`config.mk`:
```
export PLATFORM = sky130hd
export DESIGN_NAME = order_preserving_rle_compressor_core
export DESIGN_NICKNAME = d
export VERILOG_FILES = /design/src/rtl/core/oprle_pkg.sv /design/src/rtl/core/oprle_front.sv /design/src/rtl/core/oprle_queue.sv /design/src/rtl/core/oprle_back.sv /design/src/rtl/core/order_preserving_rle_compressor_core.sv
export SDC_FILE = /design/constraint.sdc
export NUM_CORES = 1
export LEC_CHECK = 0
export ABC_CLOCK_PERIOD_IN_PS = 6400
export BUFFER_PORTS_ARGS = -buffer_cell sky130_fd_sc_hd__clkbuf_2
export CAP_MARGIN = 20
export CORE_MARGIN = 2
export CORE_UTILIZATION = 49
export CTS_CLUSTER_DIAMETER = 30
export CTS_CLUSTER_SIZE = 40
export DETAILED_ROUTE_END_ITERATION = 10
export GPL_ROUTABILITY_DRIVEN = 0
export PLACE_DENSITY_LB_ADDON = 0.08
export SLEW_MARGIN = 20
export SYNTH_ARGS = -nofsm -noshare
export SYNTH_HDL_FRONTEND = slang
export SYNTH_HIERARCHICAL = 1
export SYNTH_SLANG_ARGS = --single-unit
```
`constraint.sdc`:
```
create_clock -name clk -period 6.4 [get_ports clk]
set_input_delay 0.32 -clock clk [delete_from_list [all_inputs] [get_ports clk]]
set_output_delay 0.32 -clock clk [all_outputs]
set_load 0.05 [all_outputs]
```
`src/rtl/core/oprle_pkg.sv`:
```
// Shared types and constants for the order-preserving run-length compressor.
// No dependencies; used by every module under rtl/core.
`timescale 1ns / 1ps

package oprle_pkg;

  // Number of bytes held in the open plain block
  localparam int BUF_DEPTH = 7;
  // Most bytes one input transfer can produce
  localparam int MAX_OUT = 8;

  localparam logic [2:0]  FILL_FULL      = 3'd7;
  localparam logic [2:0]  FILL_RUN_SEED  = 3'd3;
  localparam logic [30:0] RUN_MAX        = 31'h7fff_ffff;
  localparam logic [30:0] RUN_START      = 31'd4;

  // Input item
  typedef struct packed {
    logic [7:0] in_byte;
    logic       in_last;
  } in_item_t;

  // Result item
  typedef struct packed {
    logic [7:0] out_byte;
    logic       out_last_of_step;
    logic       out_end_of_string;
    logic       run_overflow;
  } out_item_t;

  // One classified step: the bytes it emits, in order, plus step flags
  typedef struct packed {
    logic [MAX_OUT-1:0][7:0] bytes;
    logic [2:0]              last_idx;
    logic                    end_flag;
    logic                    ovf;
  } job_t;

  // 32-bit count field, inverted when the following byte sorts higher
  function automatic logic [31:0] count_code(logic [30:0] cnt, logic inv);
    logic [31:0] plain;
    plain = {1'b0, cnt};
    count_code = inv ? ~plain : plain;
  endfunction

endpackage

```
`src/rtl/core/oprle_front.sv`:
```
// Front end: accepts input bytes, tracks block and run state, and builds one
// job of up to eight output bytes per step. Depends on oprle_pkg.
`timescale 1ns / 1ps

module oprle_front (
  input  logic               clk,
  input  logic               rst_n,
  input  logic               take,
  input  oprle_pkg::in_item_t item,
  output logic               push,
  output oprle_pkg::job_t    job
);

  logic [7:0]  buf_r [0:oprle_pkg::BUF_DEPTH-1];
  logic [2:0]  fill_r, fill_nxt;
  logic        in_run_r, in_run_nxt;
  logic [7:0]  run_char_r, run_char_nxt;
  logic [30:0] run_count_r, run_count_nxt;
  logic        ovf_r, ovf_nxt;

  logic        wr_en;
  logic [2:0]  wr_idx;
  logic [3:0]  n_out;
  logic [31:0] code;
  logic [7:0]  b;
  logic        last;

  assign b    = item.in_byte;
  assign last = item.in_last;

  // Classify the step and assemble its output bytes
  always_comb begin
    fill_nxt      = fill_r;
    in_run_nxt    = in_run_r;
    run_char_nxt  = run_char_r;
    run_count_nxt = run_count_r;
    ovf_nxt       = ovf_r;
    wr_en         = 1'b0;
    wr_idx        = fill_r;
    n_out         = 4'd0;
    code          = '0;
    job           = '0;

    if (in_run_r) begin
      if (b == run_char_r) begin
        // extend the run, saturating at the count limit
        if (run_count_r != oprle_pkg::RUN_MAX) begin
          run_count_nxt = run_count_r + 31'd1;
        end else begin
          ovf_nxt = 1'b1;
        end
        code = oprle_pkg::count_code(run_count_nxt, 1'b0);
        if (last) begin
          n_out = 4'd4;
        end
      end else begin
        // close the run; the new byte opens a plain block
        code       = oprle_pkg::count_code(run_count_r, b > run_char_r);
        in_run_nxt = 1'b0;
        wr_en      = 1'b1;
        wr_idx     = 3'd0;
        fill_nxt   = 3'd1;
        job.bytes[4] = b;
        n_out      = last ? 4'd5 : 4'd4;
      end
      job.bytes[0] = code[31:24];
      job.bytes[1] = code[23:16];
      job.bytes[2] = code[15:8];
      job.bytes[3] = code[7:0];
    end else if (fill_r == oprle_pkg::FILL_FULL) begin
      // full plain block: flush seven held bytes and this one
      for (int k = 0; k < oprle_pkg::BUF_DEPTH; k++) begin
        job.bytes[k] = buf_r[k];
      end
      job.bytes[oprle_pkg::MAX_OUT-1] = b;
      fill_nxt = 3'd0;
      n_out    = 4'd8;
    end else if (fill_r == oprle_pkg::FILL_RUN_SEED && buf_r[0] == b &&
                 buf_r[1] == b && buf_r[2] == b) begin
      // four equal bytes open a run block
      for (int k = 0; k < 4; k++) begin
        job.bytes[k] = b;
      end
      code          = oprle_pkg::count_code(oprle_pkg::RUN_START, 1'b0);
      job.bytes[4]  = code[31:24];
      job.bytes[5]  = code[23:16];
      job.bytes[6]  = code[15:8];
      job.bytes[7]  = code[7:0];
      fill_nxt      = 3'd0;
      in_run_nxt    = 1'b1;
      run_char_nxt  = b;
      run_count_nxt = oprle_pkg::RUN_START;
      n_out         = last ? 4'd8 : 4'd4;
    end else begin
      // hold the byte; flush the partial block at end of string
      wr_en    = 1'b1;
      fill_nxt = fill_r + 3'd1;
      for (int k = 0; k < oprle_pkg::BUF_DEPTH; k++) begin
        if (3'(k) < fill_r) begin
          job.bytes[k] = buf_r[k];
        end else if (3'(k) == fill_r) begin
          job.bytes[k] = b;
        end
      end
      if (last) begin
        n_out = {1'b0, fill_r} + 4'd1;
      end
    end

    job.ovf      = ovf_nxt;
    job.end_flag = last;
    job.last_idx = 3'(n_out - 4'd1);

    // end of string returns all state to reset values
    if (last) begin
      fill_nxt      = 3'd0;
      in_run_nxt    = 1'b0;
      run_char_nxt  = 8'd0;
      run_count_nxt = 31'd0;
      ovf_nxt       = 1'b0;
    end
  end

  assign push = take && (n_out != 4'd0);

  // Advance state on each accepted transfer
  always_ff @(posedge clk) begin
    if (!rst_n) begin
      fill_r      <= 3'd0;
      in_run_r    <= 1'b0;
      run_char_r  <= 8'd0;
      run_count_r <= 31'd0;
      ovf_r       <= 1'b0;
    end else if (take) begin
      fill_r      <= fill_nxt;
      in_run_r    <= in_run_nxt;
      run_char_r  <= run_char_nxt;
      run_count_r <= run_count_nxt;
      ovf_r       <= ovf_nxt;
    end
  end

  // Block buffer write
  always_ff @(posedge clk) begin
    if (take && wr_en) begin
      buf_r[wr_idx] <= b;
    end
  end

endmodule

```
`src/rtl/core/oprle_queue.sv`:
```
// Job queue between front and back ends; a small circular buffer.
// Depends on oprle_pkg for the job type.
`timescale 1ns / 1ps

module oprle_queue #(
  parameter int DEPTH = 4
) (
  input  logic            clk,
  input  logic            rst_n,
  input  logic            push,
  input  oprle_pkg::job_t push_data,
  input  logic            pop,
  output logic            not_empty,
  output logic            full,
  output oprle_pkg::job_t head
);

  localparam int PTR_W = (DEPTH > 1) ? $clog2(DEPTH) : 1;
  localparam int CNT_W = $clog2(DEPTH + 1);

  oprle_pkg::job_t   slot_r [0:DEPTH-1];
  logic [PTR_W-1:0]  wr_ptr_r, wr_ptr_nxt;
  logic [PTR_W-1:0]  rd_ptr_r, rd_ptr_nxt;
  logic [CNT_W-1:0]  count_r, count_nxt;

  assign not_empty = (count_r != '0);
  assign full      = (count_r == CNT_W'(DEPTH));
  assign head      = slot_r[rd_ptr_r];

  // Wrap pointers, track occupancy
  always_comb begin
    wr_ptr_nxt = wr_ptr_r;
    rd_ptr_nxt = rd_ptr_r;
    count_nxt  = count_r;
    if (push) begin
      wr_ptr_nxt = (wr_ptr_r == PTR_W'(DEPTH - 1)) ? '0 : wr_ptr_r + PTR_W'(1);
    end
    if (pop) begin
      rd_ptr_nxt = (rd_ptr_r == PTR_W'(DEPTH - 1)) ? '0 : rd_ptr_r + PTR_W'(1);
    end
    if (push && !pop) begin
      count_nxt = count_r + CNT_W'(1);
    end else if (pop && !push) begin
      count_nxt = count_r - CNT_W'(1);
    end
  end

  always_ff @(posedge clk) begin
    if (!rst_n) begin
      wr_ptr_r <= '0;
      rd_ptr_r <= '0;
      count_r  <= '0;
    end else begin
      wr_ptr_r <= wr_ptr_nxt;
      rd_ptr_r <= rd_ptr_nxt;
      count_r  <= count_nxt;
    end
  end

  // Hold job payloads
  always_ff @(posedge clk) begin
    if (push) begin
      slot_r[wr_ptr_r] <= push_data;
    end
  end

endmodule

```
`src/rtl/core/oprle_back.sv`:
```
// Back end: takes jobs from the queue and emits their bytes one per transfer.
// Depends on oprle_pkg.
`timescale 1ns / 1ps

module oprle_back (
  input  logic                clk,
  input  logic                rst_n,
  input  logic                q_valid,
  input  oprle_pkg::job_t     q_head,
  output logic                q_pop,
  output logic                out_valid,
  input  logic                out_stall,
  output oprle_pkg::out_item_t out_data
);

  logic            busy_r, busy_nxt;
  oprle_pkg::job_t job_r;
  logic [2:0]      idx_r, idx_nxt;
  logic            fire, at_end, done;

  assign at_end = (idx_r == job_r.last_idx);
  assign fire   = busy_r && !out_stall;
  assign done   = fire && at_end;
  assign q_pop  = q_valid && (!busy_r || done);

  // Step through the current job, load the next one as it ends
  always_comb begin
    busy_nxt = busy_r;
    idx_nxt  = idx_r;
    if (q_pop) begin
      busy_nxt = 1'b1;
      idx_nxt  = 3'd0;
    end else if (done) begin
      busy_nxt = 1'b0;
    end else if (fire) begin
      idx_nxt = idx_r + 3'd1;
    end
  end

  always_ff @(posedge clk) begin
    if (!rst_n) begin
      busy_r <= 1'b0;
      idx_r  <= 3'd0;
    end else begin
      busy_r <= busy_nxt;
      idx_r  <= idx_nxt;
    end
  end

  always_ff @(posedge clk) begin
    if (q_pop) begin
      job_r <= q_head;
    end
  end

  // Present the selected byte and its flags
  assign out_valid                  = busy_r;
  assign out_data.out_byte          = job_r.bytes[idx_r];
  assign out_data.out_last_of_step  = at_end;
  assign out_data.out_end_of_string = at_end && job_r.end_flag;
  assign out_data.run_overflow      = job_r.ovf;

endmodule

```
`src/rtl/core/order_preserving_rle_compressor_core.sv`:
```
// Order-preserving run-length compressor, top level.
// Instantiates oprle_front, oprle_queue and oprle_back; uses oprle_pkg.
//
// Usage:
//   Input channel (in_valid / in_stall / in_data) carries one byte of the
//   string per transfer, with in_last on the final byte. Output channel
//   (out_valid / out_stall / out_data) carries compressed bytes, with flags
//   for the last byte of each input step, the end of the string, and run
//   count saturation.
//   Each input byte is classified in the cycle it is taken; a step that
//   emits bytes becomes one job (1 to 8 bytes) in the job queue. With the
//   queue and back end idle, the job is written into the queue, then loaded
//   into the back end, which raises out_valid. The back end emits one byte
//   per cycle while out_stall is low, so an input byte is taken every
//   cycle while the queue has room; sustained rate is set by the output,
//   with bursts of up to eight bytes per step absorbed by QUEUE_DEPTH jobs.
//   in_stall is high while the queue is full. A stalled output holds its
//   byte; input keeps being taken until the queue fills.
//   Synchronous reset clears block and run state, the queue and the output.
`timescale 1ns / 1ps

module order_preserving_rle_compressor_core #(
  parameter int QUEUE_DEPTH = 4
) (
  input  logic                 clk,
  input  logic                 rst_n,
  input  logic                 in_valid,
  output logic                 in_stall,
  input  oprle_pkg::in_item_t  in_data,
  output logic                 out_valid,
  input  logic                 out_stall,
  output oprle_pkg::out_item_t out_data
);

  logic            take;
  logic            push;
  oprle_pkg::job_t job;
  logic            q_valid, q_full, q_pop;
  oprle_pkg::job_t q_head;

  // Accept input while the queue has room
  assign in_stall = q_full;
  assign take     = in_valid && !in_stall;

  oprle_front u_front (
    .clk   (clk),
    .rst_n (rst_n),
    .take  (take),
    .item  (in_data),
    .push  (push),
    .job   (job)
  );

  oprle_queue #(
    .DEPTH (QUEUE_DEPTH)
  ) u_queue (
    .clk       (clk),
    .rst_n     (rst_n),
    .push      (push),
    .push_data (job),
    .pop       (q_pop),
    .not_empty (q_valid),
    .full      (q_full),
    .head      (q_head)
  );

  oprle_back u_back (
    .clk       (clk),
    .rst_n     (rst_n),
    .q_valid   (q_valid),
    .q_head    (q_head),
    .q_pop     (q_pop),
    .out_valid (out_valid),
    .out_stall (out_stall),
    .out_data  (out_data)
  );

  // End of string only on the final byte of a step
  a_end_is_step_end: assert property (@(posedge clk) disable iff (!rst_n)
    out_valid && out_data.out_end_of_string |-> out_data.out_last_of_step)
    else $error("end of string flagged mid-step");

  // Never pop an empty queue
  a_pop_nonempty: assert property (@(posedge clk) disable iff (!rst_n)
    q_pop |-> q_valid)
    else $error("job queue popped while empty");

  // Never push into a full queue
  a_push_room: assert property (@(posedge clk) disable iff (!rst_n)
    push |-> !q_full)
    else $error("job queue pushed while full");

  // A job's bytes go out without a gap
  a_job_contiguous: assert property (@(posedge clk) disable iff (!rst_n)
    out_valid && !out_stall && !out_data.out_last_of_step |=> out_valid)
    else $error("output dropped in the middle of a job");

endmodule
```
# Word-level counts from Yosys, hierarchy flattened
# Memories as Yosys holds them, arrays and structs flattened. A register that Yosys moved wholly into a read port is not among the register bits.
# Index checks and enable logic that the tools add are counted.
classes:
  addsub: 9
  n_lt_le_gt_ge: 9
  eq_ne: 22
  n_mux: 72
  bitwise_logic: 3
  n_reduce_logical: 30
ops:
  columns: ["cell", "count"]
  rows:
  - ["two-way mux 31 bit", 6]
  - ["two-way mux 8 bit", 20]
  - ["two-way mux 32 bit", 2]
  - ["two-way mux 64 bit", 1]
  - ["two-way mux 56 bit", 1]
  - ["two-way mux 40 bit", 1]
  - ["two-way mux 3 bit", 11]
  - ["== test 8 bit", 4]
  - ["inverter 31 -> 32 bit", 1]
  - ["adder 31 x 1 -> 31 bit (second input constant)", 1]
  - ["!= test 31 bit (second input constant)", 1]
  - ["binary-select mux 8 bit (select 3 bit)", 1]
  - ["two-way mux 24 bit", 1]
  - ["two-way mux 4 bit", 6]
  - ["two-way mux 1 bit", 20]
  - ["logical AND 1 bit", 12]
  - ["adder 3 x 1 -> 3 bit (second input constant)", 3]
  - ["== test 3 bit (first input constant)", 3]
  - ["less-than comparator 3 bit (first input constant)", 3]
  - ["greater-than comparator 8 bit", 1]
  - ["AND reduction 4 bit", 2]
  - ["== test 2 x 3 -> 1 bit (first input constant)", 2]
  - ["== test 3 bit (second input constant)", 2]
  - ["less-than comparator 1 x 3 -> 1 bit (first input constant)", 2]
  - ["other kinds (22)", 38]
totals:
  reg_bits: 55
  ramBits: 332
  input_bits: 13
  out_inout_bits: 13
  mem_count: 2
mem_list:
  columns: ["memory", "words", "word_bits", "rd", "rd_ports_with_merged_regs", "write_ports", "line_no", "text"]
  rows:
  - ["u_queue.slot_r", 4, 69, 1, 1, 1, "oprle_queue.sv:21", "oprle_pkg::job_t slot_r [0:DEPTH-1];"]
  - ["u_front.buf_r", 7, 8, 7, 0, 1, "oprle_front.sv:14", "logic [7:0] buf_r [0:oprle_pkg::BUF_DEPTH-1];"]

# Logic depth before layout (Yosys ltp)
# An unclocked memory read counts as a cell.
logic_depth:
  word_depth: 14
  mapped_depth: 19
  depth_no_buf: 17

# Modules after synthesis
# Netlist, hierarchy kept.
modules_own_cells:
  columns: ["mod", "instances", "cells_per_inst", "area_per_inst_um2"]
  rows:
  - ["oprle_queue", 1, 405, 10426.2]
  - ["oprle_front", 1, 641, 5975.7]
  - ["oprle_back", 1, 126, 2894.0]
  - ["order_preserving_rle_compressor_core", 1, 1, 13.8]

# Worst setup path before layout
# Ideal clock, no wire load.
synth_path:
  path_type: "input to register"
  start: "input in_data[1] (netlist bit)"
  end: "memory u_queue/slot_r[0][0] (netlist bit) (enable)"
  setup_time_ns: 0.434
  t_arrival_ns: 4.398
  required_time_ns: 5.966
  path_slack_ns: 1.567
  path_stages: 14
  n_path_buf: 2
  cell_sequence: "clkbuf_1 > inv_1 > ha_1 > nand4_1 > or2_2 > clkbuf_1 > nand2_1 > o21ai_0 > nand2_1 > ha_1 > o21ai_0 > o21ai_0 > a21boi_0 > and2_1"
synth_via:
  elab_chain_cells: 11
synth_lines:
  columns: ["item", "line_no", "text"]
  rows:
  - ["from (decl)", "order_preserving_rle_compressor_core.sv:29", "input oprle_pkg::in_item_t in_data,"]
  - ["== test 8 bit", "oprle_front.sv:78", "end else if (fill_r == oprle_pkg::FILL_RUN_SEED && buf_r[0] == b &&"]
  - ["logical AND 1 bit (2 in a row)", "oprle_front.sv:78", null]
  - ["logical AND 1 bit", "oprle_front.sv:79", "buf_r[1] == b && buf_r[2] == b) begin"]
  - ["two-way mux 4 bit", "oprle_front.sv:78", null]
  - ["two-way mux 4 bit", "oprle_front.sv:70", "end else if (fill_r == oprle_pkg::FILL_FULL) begin"]
  - ["two-way mux 4 bit (*)", "oprle_front.sv:44", "if (in_run_r) begin"]
  - ["nonzero test 4 bit (*)", "oprle_front.sv:124", "assign push = take && (n_out != 4'd0);"]
  - ["logical AND 1 bit (*)", "oprle_front.sv:124", null]
  - ["named net push", "order_preserving_rle_compressor_core.sv:36", "logic push;"]
  - ["two-way mux 1 bit (*)", "oprle_queue.sv:62", "if (push) begin"]
  - ["two-way mux 1 bit (implied by the code) (*)", "oprle_queue.sv:63", "slot_r[wr_ptr_r] <= push_data;"]
  - ["to (decl)", "oprle_queue.sv:21", null]
# Mark *: on every way through the listed nets, which the timed path passes. The rest lies on a longest branch.

# Worst setup path after layout
layout_path:
  start: "register u_front.fill_r[0]"
  end: "memory u_queue/slot_r[1][16] (netlist bit) (enable)"
layout_via:
  elab_chain_cells: 11
layout_lines:
  columns: ["item", "line_no", "text"]
  rows:
  - ["from (decl)", "oprle_front.sv:15", "logic [2:0] fill_r, fill_nxt;"]
  - ["from (signal assigned)", "oprle_front.sv:135", "fill_r <= fill_nxt;"]
  - ["branches (longest 5 deep; another with adder 3 x 1 -> 4 bit)", null, null]
  - ["two-way mux 4 bit (*)", "oprle_front.sv:70", null]
  - ["two-way mux 4 bit (*)", "oprle_front.sv:44", null]
  - ["nonzero test 4 bit (*)", "oprle_front.sv:124", null]
  - ["logical AND 1 bit (*)", "oprle_front.sv:124", null]
  - ["named net push", "order_preserving_rle_compressor_core.sv:36", null]
  - ["two-way mux 1 bit (*)", "oprle_queue.sv:62", null]
  - ["two-way mux 1 bit (implied by the code) (*)", "oprle_queue.sv:63", null]
# Mark *: on every way through the listed nets, which the timed path passes.

==> flow_metrics.env <==
export IMPL_reg2reg_depth=12
export IMPL_grt_max_degree=72
export IMPL_num_rows=72
export IMPL_netlist_area_leader_share_pct=62.36
export IMPL_hp_class="primary input to register"
export IMPL_h_tree_depth=3
export IMPL_leakage_nw=7.979
export IMPL_final_common_cell="edfxtp_1"
export IMPL_layout_drive_gt1_share_pct=22.73
export IMPL_drtIter0Drc=1117
export IMPL_crit_type="register to register"
export IMPL_max_cap_violations=0
export IMPL_io_buffers=25
export IMPL_drc=0
export IMPL_cts_tree="yes"
export IMPL_p_per_area_nw_per_um2=438.4
export IMPL_cp_start_kind="register"
export IMPL_cts_resized=0
export IMPL_synth_edff_count=401
export IMPL_r2r_end="u_queue/slot_r[1][16]"
export IMPL_seq_area_frac_synth_pct=68.27
export IMPL_start_util_pct=49.85
export IMPL_dieWidth_um=202.5
export IMPL_yosysTopAreaCell="edfxtp_1"
export IMPL_hold_ws_ns=0.1018
export IMPL_yosysUniqueCellTypes=65
export IMPL_ant_nets=0
export IMPL_cts_setup_buffers=0
export IMPL_relSlewSlack_pct=25.35
export IMPL_synthTopCellsByArea="edfxtp_1, mux4_2, dfxtp_1"
export IMPL_cp_required_ns=6.68
export IMPL_hold_viol_final=0
export IMPL_hp_start="in_data[4]"
export IMPL_ys_seq_elements=458
export IMPL_clkSlewWorstSetupHoldPaths_ns=0.05
export IMPL_fin_area_um2=23200
export IMPL_placed_cells=1675
export IMPL_syn_avg_cell_area_um2=16.46
export IMPL_first_pass_iters=5
export IMPL_ctsHoldBuffers=0
export IMPL_outcome="completed"
export IMPL_worst_pin_slew_ns=1.111
export IMPL_skew_ns=0.02175
export IMPL_finalSetupTns_ns=0
export IMPL_ios=26
export IMPL_rsz0062_at_grt="no"
export IMPL_synth_fp_nets=1208
export IMPL_fmax_ghz=0.2133
export IMPL_dieArea_um2=41010
export IMPL_fillCellCount=2955
export IMPL_via_per_inst=5.916
export IMPL_power_mw=10.17
export IMPL_ys_warn_count=6
export IMPL_wirelength_um=45760
export IMPL_holdPathStages=1
export IMPL_grt_pass1_wl_um=68990
export IMPL_reg2reg_from="u_front/fill_r[0]"
export IMPL_num_vias=10950
export IMPL_most_common_layout_cells="edfxtp_1, clkbuf_16, mux4_2, nor2_1, dfxtp_1"
export IMPL_antenna_cells=0
export IMPL_reg2reg_slack_ns=1.71
export IMPL_area_growth_syn_to_layout_pct=20.15
export IMPL_fin_crit_sh_pct=73.26
export IMPL_synth_area_um2=19310
export IMPL_antenna_found_initial=1
export IMPL_cts_root_buf="clkbuf_16"
export IMPL_cts_max_path_buffers=3
export IMPL_critPathArrivalTime_ns=4.97
export IMPL_final_util_pct=59.89
export IMPL_ys_flop_type="edfxtp_1"
export IMPL_place_ws_ns=1.427
export IMPL_die_y_um=202.5
export IMPL_dpl_hpwl_um=29800
export IMPL_ir_drop_uv=222.0
export IMPL_clk_latency_ns=0.60
export IMPL_overflow=0
export IMPL_syn_inst=1173
export IMPL_wl_per_cell_um=24.72
export IMPL_crit_fanout=46
export IMPL_grt_pass1_vias=10970
export IMPL_async_reset_ff_share_pct=0
export IMPL_finalNonFillerCells=1851
export IMPL_end_kind="register"
export IMPL_min_to="u_front/buf_r[2][3]"
export IMPL_cts_sinks=458
export IMPL_gr_usage_all_layers_pct=22.85
export IMPL_dpl_cell_area_um2=19910
export IMPL_finalWorstSetupSlack_ns=1.711
export IMPL_final_nets=1289
export IMPL_finalSetupViolations=0
export IMPL_period_needed_ns=4.689
export IMPL_cts_buffers_inserted=95
export IMPL_report_final_slew_viol_count=0
export IMPL_fp_coreArea_um2=38740
-- sequential cells by signal, summed over array words and instances, names as in the netlist, named ones only --
name,flops
u_queue/slot_r,276
u_back/job_r,68
u_front/buf_r,56
u_front/run_count_r,31
u_front/run_char_r,8
u_back/idx_r,3
u_front/fill_r,3
u_queue/count_r,3
u_queue/rd_ptr_r,2
u_queue/wr_ptr_r,2
u_back/out_data,1
u_back/out_valid,1
u_front/in_run_r,1
u_front/ovf_r,1
-- cell type report --
| class | count | area [um^2] | share of cell area, % |
|---|---|---|---|
| Multi-Input combinational cell | 624 | 5673 | 24.45 |
| Clock inverter | 68 | 777.0 | 3.349 |
| Tap cell | 518 | 648.1 | 2.794 |
| Clock buffer | 108 | 2510 | 10.82 |
| Timing Repair Buffer | 49 | 305.3 | 1.316 |
| Inverter | 26 | 97.59 | 0.4206 |
| Sequential cell | 458 | 13190 | 56.85 |
-- how the worst max path moves through the flow --
| stage | start | end | slack, ns |
|---|---|---|---|
| after floorplan | in_data[1] | u_queue/slot_r[0][0] | 1.57 |
| after global placement | in_data[1] | u_queue/slot_r[1][68] | 1.61 |
| after detailed placement | in_data[1] | u_queue/slot_r[1][66] | 1.43 |
| after CTS | u_front/fill_r[0] | u_queue/slot_r[1][24] | 1.68 |
| after global routing | u_front/fill_r[0] | u_queue/slot_r[1][49] | 1.34 |
| final | u_front/fill_r[0] | u_queue/slot_r[1][16] | 1.71 |
-- worst max-delay path: stages, from the launching register on --
cell      delay [ns]
dfxtp_1         0.44
ha_1            0.28
ha_1            0.32
clkinv_1        0.24
nand2_1         0.14
nor2_1          0.32
nand3_1         0.17
ha_1            0.27
o21ai_0         0.08
o21ai_0         0.10
a21boi_0        0.80
and2_4          0.79
buf_4           0.37
-- kinds of logic (layout without fill, tap and decap cells) --
kind of cell / Yosys count / after routing / share of synthesized area (%)
AOI/OAI and AO/OA: 179 / 179 / 6.609
xor gates and xnor gates: 64 / 64 / 2.903
adders and majority gates: 22 / 22 / 1.464
buffers and inverters: 91 / 251 / 2.443
DFF: 458 / 458 / 68.27
muxes: 106 / 106 / 11.37
and+or+nand+nor: 253 / 253 / 6.946
-- power by group --
part | switching (mW) | leakage (nW) | internal (mW) | total [mW]
combinational | 0.777 | 2.15 | 0.529 | 1.31
sequential | 0.203 | 4.25 | 3.73 | 3.93
clock | 1.59 | 1.58 | 3.35 | 4.94
total | 2.57 | 7.98 | 7.60 | 10.2
-- synthesized netlist by cell type, types with 10 or more instances --
cell type / count
nor2b_1: 11
buf_2: 12
a22o_1: 33
nand2_1: 38
and3_1: 12
a31oi_1: 10
mux2i_1: 13
o21ai_0: 38
a22oi_1: 24
dfxtp_1: 57
nand4_1: 15
nor3_1: 16
or3_1: 10
xnor2_1: 27
mux4_1: 16
nor2_1: 61
buf_4: 11
ha_1: 21
edfxtp_1: 401
nand3_1: 32
inv_1: 24
mux4_2: 69
xor2_1: 37
and2_1: 24
clkbuf_1: 32
a21oi_1: 28
-- layer usage --
metal / up-vias / part of all wire (%) / global-route usage, %
li1: 4881 / - / -
met1: 5628 / 46 / 33.67
met2: 363 / 45 / 33.81
met3: 79 / 6.4 / 5.040
met4: 0 / 2.4 / 8.081
met5: - / 0 / 0
Power figures use the tool's default switching activity.
